File: src/design/olt_pkg.sv
`default_nettype none

package olt_pkg;

    // Default number of table entries
    localparam int CAPACITY_DEF = 16;

    // Action codes
    localparam logic [1:0] ACT_INSERT  = 2'd0;
    localparam logic [1:0] ACT_DELETE  = 2'd1;
    localparam logic [1:0] ACT_REVERSE = 2'd2;
    localparam logic [1:0] ACT_READ    = 2'd3;

    // Command beat
    typedef struct packed {
        logic [1:0]         action;
        logic signed [31:0] value;
        logic [3:0]         index;
    } olt_cmd_t;

    // Response beat
    typedef struct packed {
        logic               found;
        logic signed [31:0] read_value;
        logic [4:0]         entry_count;
        logic               overflow;
    } olt_rsp_t;

    // Control broadcast to every cell
    typedef struct packed {
        logic               ins;
        logic               del;
        logic               rev;
        logic               front;
        logic signed [31:0] value;
    } olt_ctl_t;

    // Compare status from a cell
    typedef struct packed {
        logic gt;
        logic gt_last;
    } olt_stat_t;

endpackage

`default_nettype wire

File: src/design/olt_cell.sv
`default_nettype none

module olt_cell
    import olt_pkg::*;
#(
    parameter int IDX   = 0,
    parameter int OCC_W = 5
)
(
    input  wire logic               clk,
    input  wire olt_ctl_t           ctl,
    input  wire logic [OCC_W-1:0]   occ,
    input  wire logic signed [31:0] lower_data,
    input  wire logic signed [31:0] upper_data,
    input  wire logic               lower_shift,
    input  wire logic               lo_in,
    input  wire logic               hi_in,
    output logic signed [31:0]      data,
    output logic                    shift,
    output logic                    lo_out,
    output logic                    hi_out,
    output olt_stat_t               stat
);

    localparam logic [OCC_W-1:0] POS       = OCC_W'(IDX);
    localparam logic [OCC_W-1:0] POS_NEXT  = OCC_W'(IDX + 1);
    localparam bit               NOT_FIRST = (IDX != 0);

    logic signed [31:0] data_reg;
    logic signed [31:0] data_next;
    logic               data_en;
    logic               valid;
    logic               below_last;
    logic               ge;
    logic               gt;
    logic               eq;
    logic               term;
    logic               del_here;

    assign valid      = POS < occ;
    assign below_last = POS_NEXT < occ;
    assign ge         = !(data_reg < ctl.value);
    assign gt         = ctl.value < data_reg;
    assign eq         = valid && (data_reg == ctl.value);

    // Term carried along both chains: match for delete, stop point for insert
    always_comb
    begin
        if (ctl.del)
            term = eq;
        else if (ctl.rev)
            term = ge && below_last;
        else
            term = ge && valid && NOT_FIRST;
    end

    assign lo_out = lo_in | term;
    assign hi_out = hi_in | term;

    // At or above the insert point
    always_comb
    begin
        if (ctl.rev)
            shift = ctl.front ? !valid : !hi_out;
        else
            shift = ctl.front || !valid || lo_out;
    end

    // At or above the removed entry
    assign del_here = ctl.rev ? (lo_out && !hi_in) : lo_out;

    always_comb
    begin
        data_en   = 1'b0;
        data_next = data_reg;
        if (ctl.ins && shift)
        begin
            data_en   = 1'b1;
            data_next = lower_shift ? lower_data : ctl.value;
        end
        else if (ctl.del && del_here)
        begin
            data_en   = 1'b1;
            data_next = upper_data;
        end
    end

    always_ff @(posedge clk)
    begin
        if (data_en)
            data_reg <= data_next;
    end

    assign data         = data_reg;
    assign stat.gt      = gt;
    assign stat.gt_last = gt && (POS_NEXT == occ);

endmodule

`default_nettype wire

File: src/design/ordered_list_table_top.sv
// Ordered table of signed 32-bit values, one action per command beat.
// Command channel (cmd, cmd_valid, cmd_stall): action insert, delete, reverse
// or read, with a value and a read index. Response channel (rsp, rsp_valid,
// rsp_stall): exactly one beat per command, carrying found, read_value,
// entry_count and overflow.
// For each command the beat is first accepted, then every cell
// compares its entry with the value in parallel, the insert or delete point
// ripples along the cell chain, and the cells shift in one step while the
// response is registered. A new command is taken only after the one in
// flight has retired.
// Reverse only flips an order flag; the cells keep their physical layout
// and insert, delete and read interpret positions through that flag.
// Reset empties the table at once (occupancy zero, flag clear); entry
// storage is not cleared, since only entries below the occupancy are read.
// When the receiver stalls, the response is held in its register and the
// next command waits in the command register until the response leaves.
`default_nettype none

module ordered_list_table_top
    import olt_pkg::*;
#(
    parameter int CAPACITY = CAPACITY_DEF
)
(
    input  wire logic     clk,
    input  wire logic     rst_n,
    input  wire olt_cmd_t cmd,
    input  wire logic     cmd_valid,
    output logic          cmd_stall,
    output olt_rsp_t      rsp,
    output logic          rsp_valid,
    input  wire logic     rsp_stall
);

    localparam int OCC_W = $clog2(CAPACITY + 1);
    localparam int IDX_W = $clog2(CAPACITY);
    localparam int RD_W  = (OCC_W > 4) ? OCC_W : 4;
    localparam logic [OCC_W-1:0] OCC_FULL = OCC_W'(CAPACITY);

    olt_cmd_t         cmd_reg;
    logic             busy_reg;
    logic [OCC_W-1:0] occ_reg;
    logic [OCC_W-1:0] occ_next;
    logic             rev_reg;
    olt_rsp_t         rsp_reg;
    olt_rsp_t         rsp_next;
    logic             rsp_valid_reg;

    logic             accept;
    logic             finish;
    logic             full;
    logic             found;
    olt_ctl_t         ctl;

    logic signed [31:0] cell_data [CAPACITY];
    olt_stat_t          cell_stat [CAPACITY];
    logic [CAPACITY-1:0] gt_last_vec;
    logic [CAPACITY:0]   lo_chain;
    logic [CAPACITY:0]   hi_chain;
    logic [CAPACITY:0]   shift_chain;

    logic [RD_W-1:0]     idx_ext;
    logic [RD_W-1:0]     occ_ext;
    logic [RD_W-1:0]     phys_idx;
    logic                in_range;
    logic signed [31:0]  rd_data;

    // Handshake: one command in flight, retire when the response slot frees
    assign cmd_stall = busy_reg;
    assign accept    = cmd_valid && !busy_reg;
    assign finish    = busy_reg && (!rsp_valid_reg || !rsp_stall);

    assign full  = (occ_reg == OCC_FULL);
    assign found = lo_chain[CAPACITY];

    // Broadcast control; cells change only on the retiring cycle
    assign ctl.ins   = finish && (cmd_reg.action == ACT_INSERT) && !full;
    assign ctl.del   = finish && (cmd_reg.action == ACT_DELETE);
    assign ctl.rev   = rev_reg;
    assign ctl.value = cmd_reg.value;
    assign ctl.front = (occ_reg == '0) || (rev_reg ? (|gt_last_vec) : cell_stat[0].gt);

    assign lo_chain[0]           = 1'b0;
    assign hi_chain[CAPACITY]    = 1'b0;
    assign shift_chain[0]        = 1'b0;

    // Cell chain: each cell holds one entry, trades data with its neighbours
    for (genvar g = 0; g < CAPACITY; g++)
    begin : g_cell
        logic signed [31:0] lower_data;
        logic signed [31:0] upper_data;

        if (g == 0)
        begin : g_lo_end
            assign lower_data = '0;
        end
        else
        begin : g_lo_mid
            assign lower_data = cell_data[g-1];
        end

        if (g == CAPACITY - 1)
        begin : g_hi_end
            assign upper_data = cell_data[g];
        end
        else
        begin : g_hi_mid
            assign upper_data = cell_data[g+1];
        end

        olt_cell #(
            .IDX   (g),
            .OCC_W (OCC_W)
        ) u_cell (
            .clk         (clk),
            .ctl         (ctl),
            .occ         (occ_reg),
            .lower_data  (lower_data),
            .upper_data  (upper_data),
            .lower_shift (shift_chain[g]),
            .lo_in       (lo_chain[g]),
            .hi_in       (hi_chain[g+1]),
            .data        (cell_data[g]),
            .shift       (shift_chain[g+1]),
            .lo_out      (lo_chain[g+1]),
            .hi_out      (hi_chain[g]),
            .stat        (cell_stat[g])
        );

        assign gt_last_vec[g] = cell_stat[g].gt_last;
    end

    // Read: map the logical index through the order flag
    assign idx_ext  = RD_W'(cmd_reg.index);
    assign occ_ext  = RD_W'(occ_reg);
    assign in_range = idx_ext < occ_ext;
    assign phys_idx = rev_reg ? (occ_ext - idx_ext - RD_W'(1)) : idx_ext;
    assign rd_data  = cell_data[phys_idx[IDX_W-1:0]];

    always_comb
    begin
        occ_next = occ_reg;
        rsp_next = '0;
        unique case (cmd_reg.action)
            ACT_INSERT:
            begin
                if (full)
                    rsp_next.overflow = 1'b1;
                else
                    occ_next = occ_reg + OCC_W'(1);
            end
            ACT_DELETE:
            begin
                rsp_next.found = found;
                if (found)
                    occ_next = occ_reg - OCC_W'(1);
            end
            ACT_REVERSE:
            begin
                occ_next = occ_reg;
            end
            ACT_READ:
            begin
                rsp_next.found      = in_range;
                rsp_next.read_value = in_range ? rd_data : '0;
            end
        endcase
        rsp_next.entry_count = 5'(occ_next);
    end

    always_ff @(posedge clk or negedge rst_n)
    begin
        if (!rst_n)
        begin
            busy_reg      <= 1'b0;
            occ_reg       <= '0;
            rev_reg       <= 1'b0;
            rsp_valid_reg <= 1'b0;
        end
        else
        begin
            if (accept)
                busy_reg <= 1'b1;
            else if (finish)
                busy_reg <= 1'b0;

            if (finish)
            begin
                occ_reg <= occ_next;
                if (cmd_reg.action == ACT_REVERSE)
                    rev_reg <= !rev_reg;
            end

            if (finish)
                rsp_valid_reg <= 1'b1;
            else if (!rsp_stall)
                rsp_valid_reg <= 1'b0;
        end
    end

    // Payload registers: hold the command and response beats
    always_ff @(posedge clk)
    begin
        if (accept)
            cmd_reg <= cmd;
        if (finish)
            rsp_reg <= rsp_next;
    end

    assign rsp       = rsp_reg;
    assign rsp_valid = rsp_valid_reg;

    // Occupancy never passes the number of cells
    a_occ_bound: assert property (@(posedge clk) disable iff (!rst_n)
        occ_reg <= OCC_FULL)
        else $error("occupancy above capacity");

    // An accepted command is in flight on the next cycle
    a_accept_busy: assert property (@(posedge clk) disable iff (!rst_n)
        accept |=> busy_reg)
        else $error("accepted command lost");

    // A retiring command presents its response on the next cycle
    a_finish_rsp: assert property (@(posedge clk) disable iff (!rst_n)
        finish |=> rsp_valid)
        else $error("response not presented");

    // An insert into a non-full table always opens a slot at the top cell
    a_ins_slot: assert property (@(posedge clk) disable iff (!rst_n)
        ctl.ins |-> shift_chain[CAPACITY])
        else $error("insert would push an entry off the chain");

    // Both match chains agree on whether a delete hit
    a_del_chains: assert property (@(posedge clk) disable iff (!rst_n)
        ctl.del |-> (lo_chain[CAPACITY] == hi_chain[0]))
        else $error("delete match chains disagree");

endmodule

`default_nettype wire
File: config.mk
export PLATFORM = sky130hd
export DESIGN_NAME = ordered_list_table_top
export DESIGN_NICKNAME = d
export VERILOG_FILES = /design/src/design/olt_pkg.sv /design/src/design/olt_cell.sv /design/src/design/ordered_list_table_top.sv
export SDC_FILE = /design/constraint.sdc
export NUM_CORES = 2
export LEC_CHECK = 0
export ABC_AREA = 1
export BUFFER_PORTS_ARGS = -buffer_cell sky130_fd_sc_hd__buf_2
export CORE_UTILIZATION = 40
export CTS_CLUSTER_DIAMETER = 50
export CTS_CLUSTER_SIZE = 14
export DETAILED_ROUTE_END_ITERATION = 8
export GPL_ROUTABILITY_DRIVEN = 0
export GPL_TIMING_DRIVEN = 0
export MAX_ROUTING_LAYER = met4
export SYNTH_ARGS = -nofsm -noshare
export SYNTH_HDL_FRONTEND = slang
export SYNTH_SLANG_ARGS = --single-unit
File: constraint.sdc
create_clock -name clk -period 9.3 [get_ports clk]
set_clock_uncertainty 0.2 [all_clocks]
set_input_delay 0.93 -clock clk [delete_from_list [all_inputs] [get_ports clk]]
set_output_delay 0.93 -clock clk [all_outputs]
set_load 0.02 [all_outputs]
==> run_results.csv <==
group,metric,value,unit
synth,synth_cell_types,55,
synth,yosysWarnings,0,
timing,hold_viol,0,
detailed_routing,routedWlPerCell,24.0,microns
final_layout,fillers,11800,
clock_network,cts_root_buffer,"clkbuf_16",
power,pwr_density_cell,401,nW/um^2
place,port_buffers,82,
synth,synth.largest_area_cell,"edfxtp_1",
clock_network,cts_tree,"done",
timing,period_needed,8.03,ns
grt,grt_pass1_vias,45000,
clock_network,numCtsBuffers,101,
grt,grt_first_pass_wirelength,285000,microns
clock_network,insertion_delay,0.72,ns
synth,synth_edf_count,589,
power,p_sw,11.8,mW
critical_path,worstSetupStartpoint,"cmd_reg[35]",
critical_path,worstSetupStartpointType,"register",
hold_path,holdPathStages,1,
synth,syn-num-nets,6830,
floorplanning,core-area,119000,sq um
floorplanning,die_w,349,microns
synth,avgSynthCellArea,7.69,sq um
critical_path,cpMostUsedCell,"nand2_1",
hold_path,hold_path_class,"in2reg",
run_status,status,"finished, violations left",
detailed_routing,via_count,47600,
critical_path,cp_slowest_cell,"edfxtp_1",
power,p_sw_share,53.7,%
detailed_routing,dr.pass1.iters,7,
synth,ys_seq_area_share,37.1,%
critical_path,path_buf_inv,9,
detailed_routing,wl,196000,microns
run_status,violations,"max-capacitance violations, max-slew violations",
hold_path,min_from,"cmd[25]",
detailed_routing,viasPerCell,5.82,
power,seqPwrFrac,22.9,%
timing,worst_pin_slew,1.62,ns
critical_path,cp.depth,27,
floorplanning,start_util,40.6,%
timing,rsz0062_at_grt,"no",
synth,synth_area,48200,sq um
floorplanning,fp-row-count,126,
detailed_routing,drtIter0Drc,5674,
clock_network,clk_pin_slew_worst_paths,0.06,ns
synth,synthCells,6264,
floorplanning,die_y,349,microns
critical_path,slowest_delay,0.75,ns
synth,synthFlopType,"edfxtp_1",
timing,setup_tns,0,ns
timing,fin_crit_sh,86.3,%
synth,synth_top_area_share,36.7,%
timing,setup_violations,0,
final_layout,fin_nets,7033,
timing,slew_headroom,-8.67,%
clock_network,cts_max_path_buffers,3,
run,cap_violations,2,
detailed_routing,ant_nets,0,
critical_path,cp.arrival,8.22,ns
final_layout,area_delta_synth_final,13.6,%
place,hpwl,159000,microns
critical_path,rr_startpoint,"cmd_reg[35]",
critical_path,worstSetupPathType,"reg2reg",
place,dp.cells,7962,
clock_network,cts_resized,0,
final_layout,drive_gt1_share,8.84,%
power,pwr-share-comb,58.9,%
final_layout,finalNonFillerCells,8167,
power,power.leakage,23.8,nW
timing,drv_slew,8,
synth,ys_seq_elements,597,
critical_path,cp_top_family,"simple AND/OR/NAND/NOR gates",
critical_path,worst_ep_required_time,9.49,ns
power,intPower,10.2,mW
grt,grt_usage,32.4,%
clock_network,clock_sinks,597,
synth,synthArstFlopShare,1.34,%
clock_network,cts.hold.buffers_added,1,
final_layout,largest_reg_flops,512,
critical_path,ff2ff_path_depth,27,
detailed_routing,drc,0,
floorplanning,fp.dieArea,122000,sq um
timing,clock.fmax,125,MHz
clock_network,htreeDepth,3,
critical_path,crit_path_max_fanout,24,
critical_path,critPathCaptureType,"register",
grt,grt_max_degree,49,
power,irDropWorstVdd,0.194,mV
grt,overflow,0,
floorplanning,io_pins,83,
power,clock_power_share,18.2,%
clock_network,cts_setup_buffers,0,
synth,synthTopCellsByArea,"edfxtp_1, nand2_1, ha_1",
grt,grt_antenna_before_repair,13,
cells in the final DEF, fill, tap and decap left out, types with 27 or more instances in the layout:
cell,count
a21oi_1,393
nor3_1,29
clkbuf_1,161
clkbuf_2,31
buf_4,27
a211oi_1,38
buf_2,192
ha_1,523
nand4_1,56
buf_6,27
nor2_1,401
nand2_1,1894
o221ai_1,32
o211ai_1,165
o21ai_0,574
clkbuf_16,102
nand3b_1,36
edfxtp_1,589
o22ai_1,66
nand3_1,359
o21ai_1,164
inv_1,388
synth_stat cells, types with 15 or more instances:
cell / number
o22ai_1: 68
a21oi_1: 393
nand3_1: 359
o21a_1: 21
a211oi_1: 38
buf_1: 17
clkbuf_1: 183
nand4_1: 56
inv_1: 388
nor3_1: 29
nand2_1: 1897
o211ai_1: 165
buf_6: 27
buf_2: 110
nor2_4: 15
buf_4: 27
edfxtp_1: 589
nor2_1: 402
nand3b_1: 36
o21ai_0: 577
ha_1: 523
o221ai_1: 32
o21ai_1: 166
nor4_1: 15
inv_2: 26
power by group through the flow:
stage / Clock, mW / Sequential (mW) / Combinational, mW
5_1_grt: 4.13 / 5.08 / 13.8
2_1_floorplan: 0 / 4.80 / 7.86
4_1_cts: 4.03 / 4.97 / 12.4
3_5_place_dp: 0 / 5.01 / 12.3
6_report: 3.99 / 5.02 / 12.9
3_3_place_gp: 0 / 5.08 / 11.9
worst paths after layout:
check	to	slack, ns
worst max-delay path	g_cell[4].u_cell.data[1]	1.27
worst min-delay path	cmd_reg[25]	0.19
worst min register to register	rsp_valid	0.29
max in group asynchronous	occ_ext[4]	8.29
min in group asynchronous	rsp_valid	0.42
worst max register to register	g_cell[4].u_cell.data[1]	1.27
cells by family (layout without fill, tap and decap cells):
| kind of cell | Yosys count | after routing | synth area share, % |
|---|---|---|---|
| AND/OR/NAND/NOR | 2872 | 2872 | 25.0 |
| other | 0 | 14 | 0 |
| adder cells (fa/ha/maj) | 524 | 524 | 13.6 |
| XOR/XNOR | 4 | 4 | 0.0728 |
| buffers and inverters | 780 | 1069 | 7.00 |
| AO/OA/AOI/OAI | 1487 | 1487 | 17.2 |
| flip-flops | 597 | 597 | 37.1 |
through the flow:
step | hold slack, ns | setup slack, ns | area (sq um) | utilization (%) | total power [mW]
finish | 0.191 | 1.27 | 54700 | 46.1 | 21.9
global route | 0.181 | 1.27 | 54700 | 46.1 | 23.0
CTS | 0.159 | 1.06 | 54600 | 46.0 | 21.4
detailed placement | 0.286 | 1.10 | 51100 | 43.0 | 17.4
global placement | 0.269 | -1.28 | 50600 | 42.6 | 17.0
floorplan | 0.320 | 3.08 | 48200 | - | 12.7
routing by layer:
metal  up-vias  share of wire (%)  GRT usage (%)
met5         -                  0              -
met4         0                6.8           19.8
met3       542                 11           8.03
met2      2625                 44           48.8
met1     22100                 39           39.1
li1      22300                  -              -
layout make-up:
| type | count | area [sq um] | area share (%) |
|---|---|---|---|
| multi-input cells | 4887 | 27100 | 49.5 |
| flip-flops and latches | 597 | 17900 | 32.7 |
| clock buffers | 112 | 2590 | 4.74 |
| well taps | 1600 | 2000 | 3.66 |
| plain buffers | 364 | 1850 | 3.38 |
| inverters | 416 | 1560 | 2.86 |
| clock inverters | 77 | 955 | 1.75 |
| repair buffers | 100 | 741 | 1.35 |
| diodes | 14 | 35.0 | 0.0641 |
(Power assumes the default switching activity.)
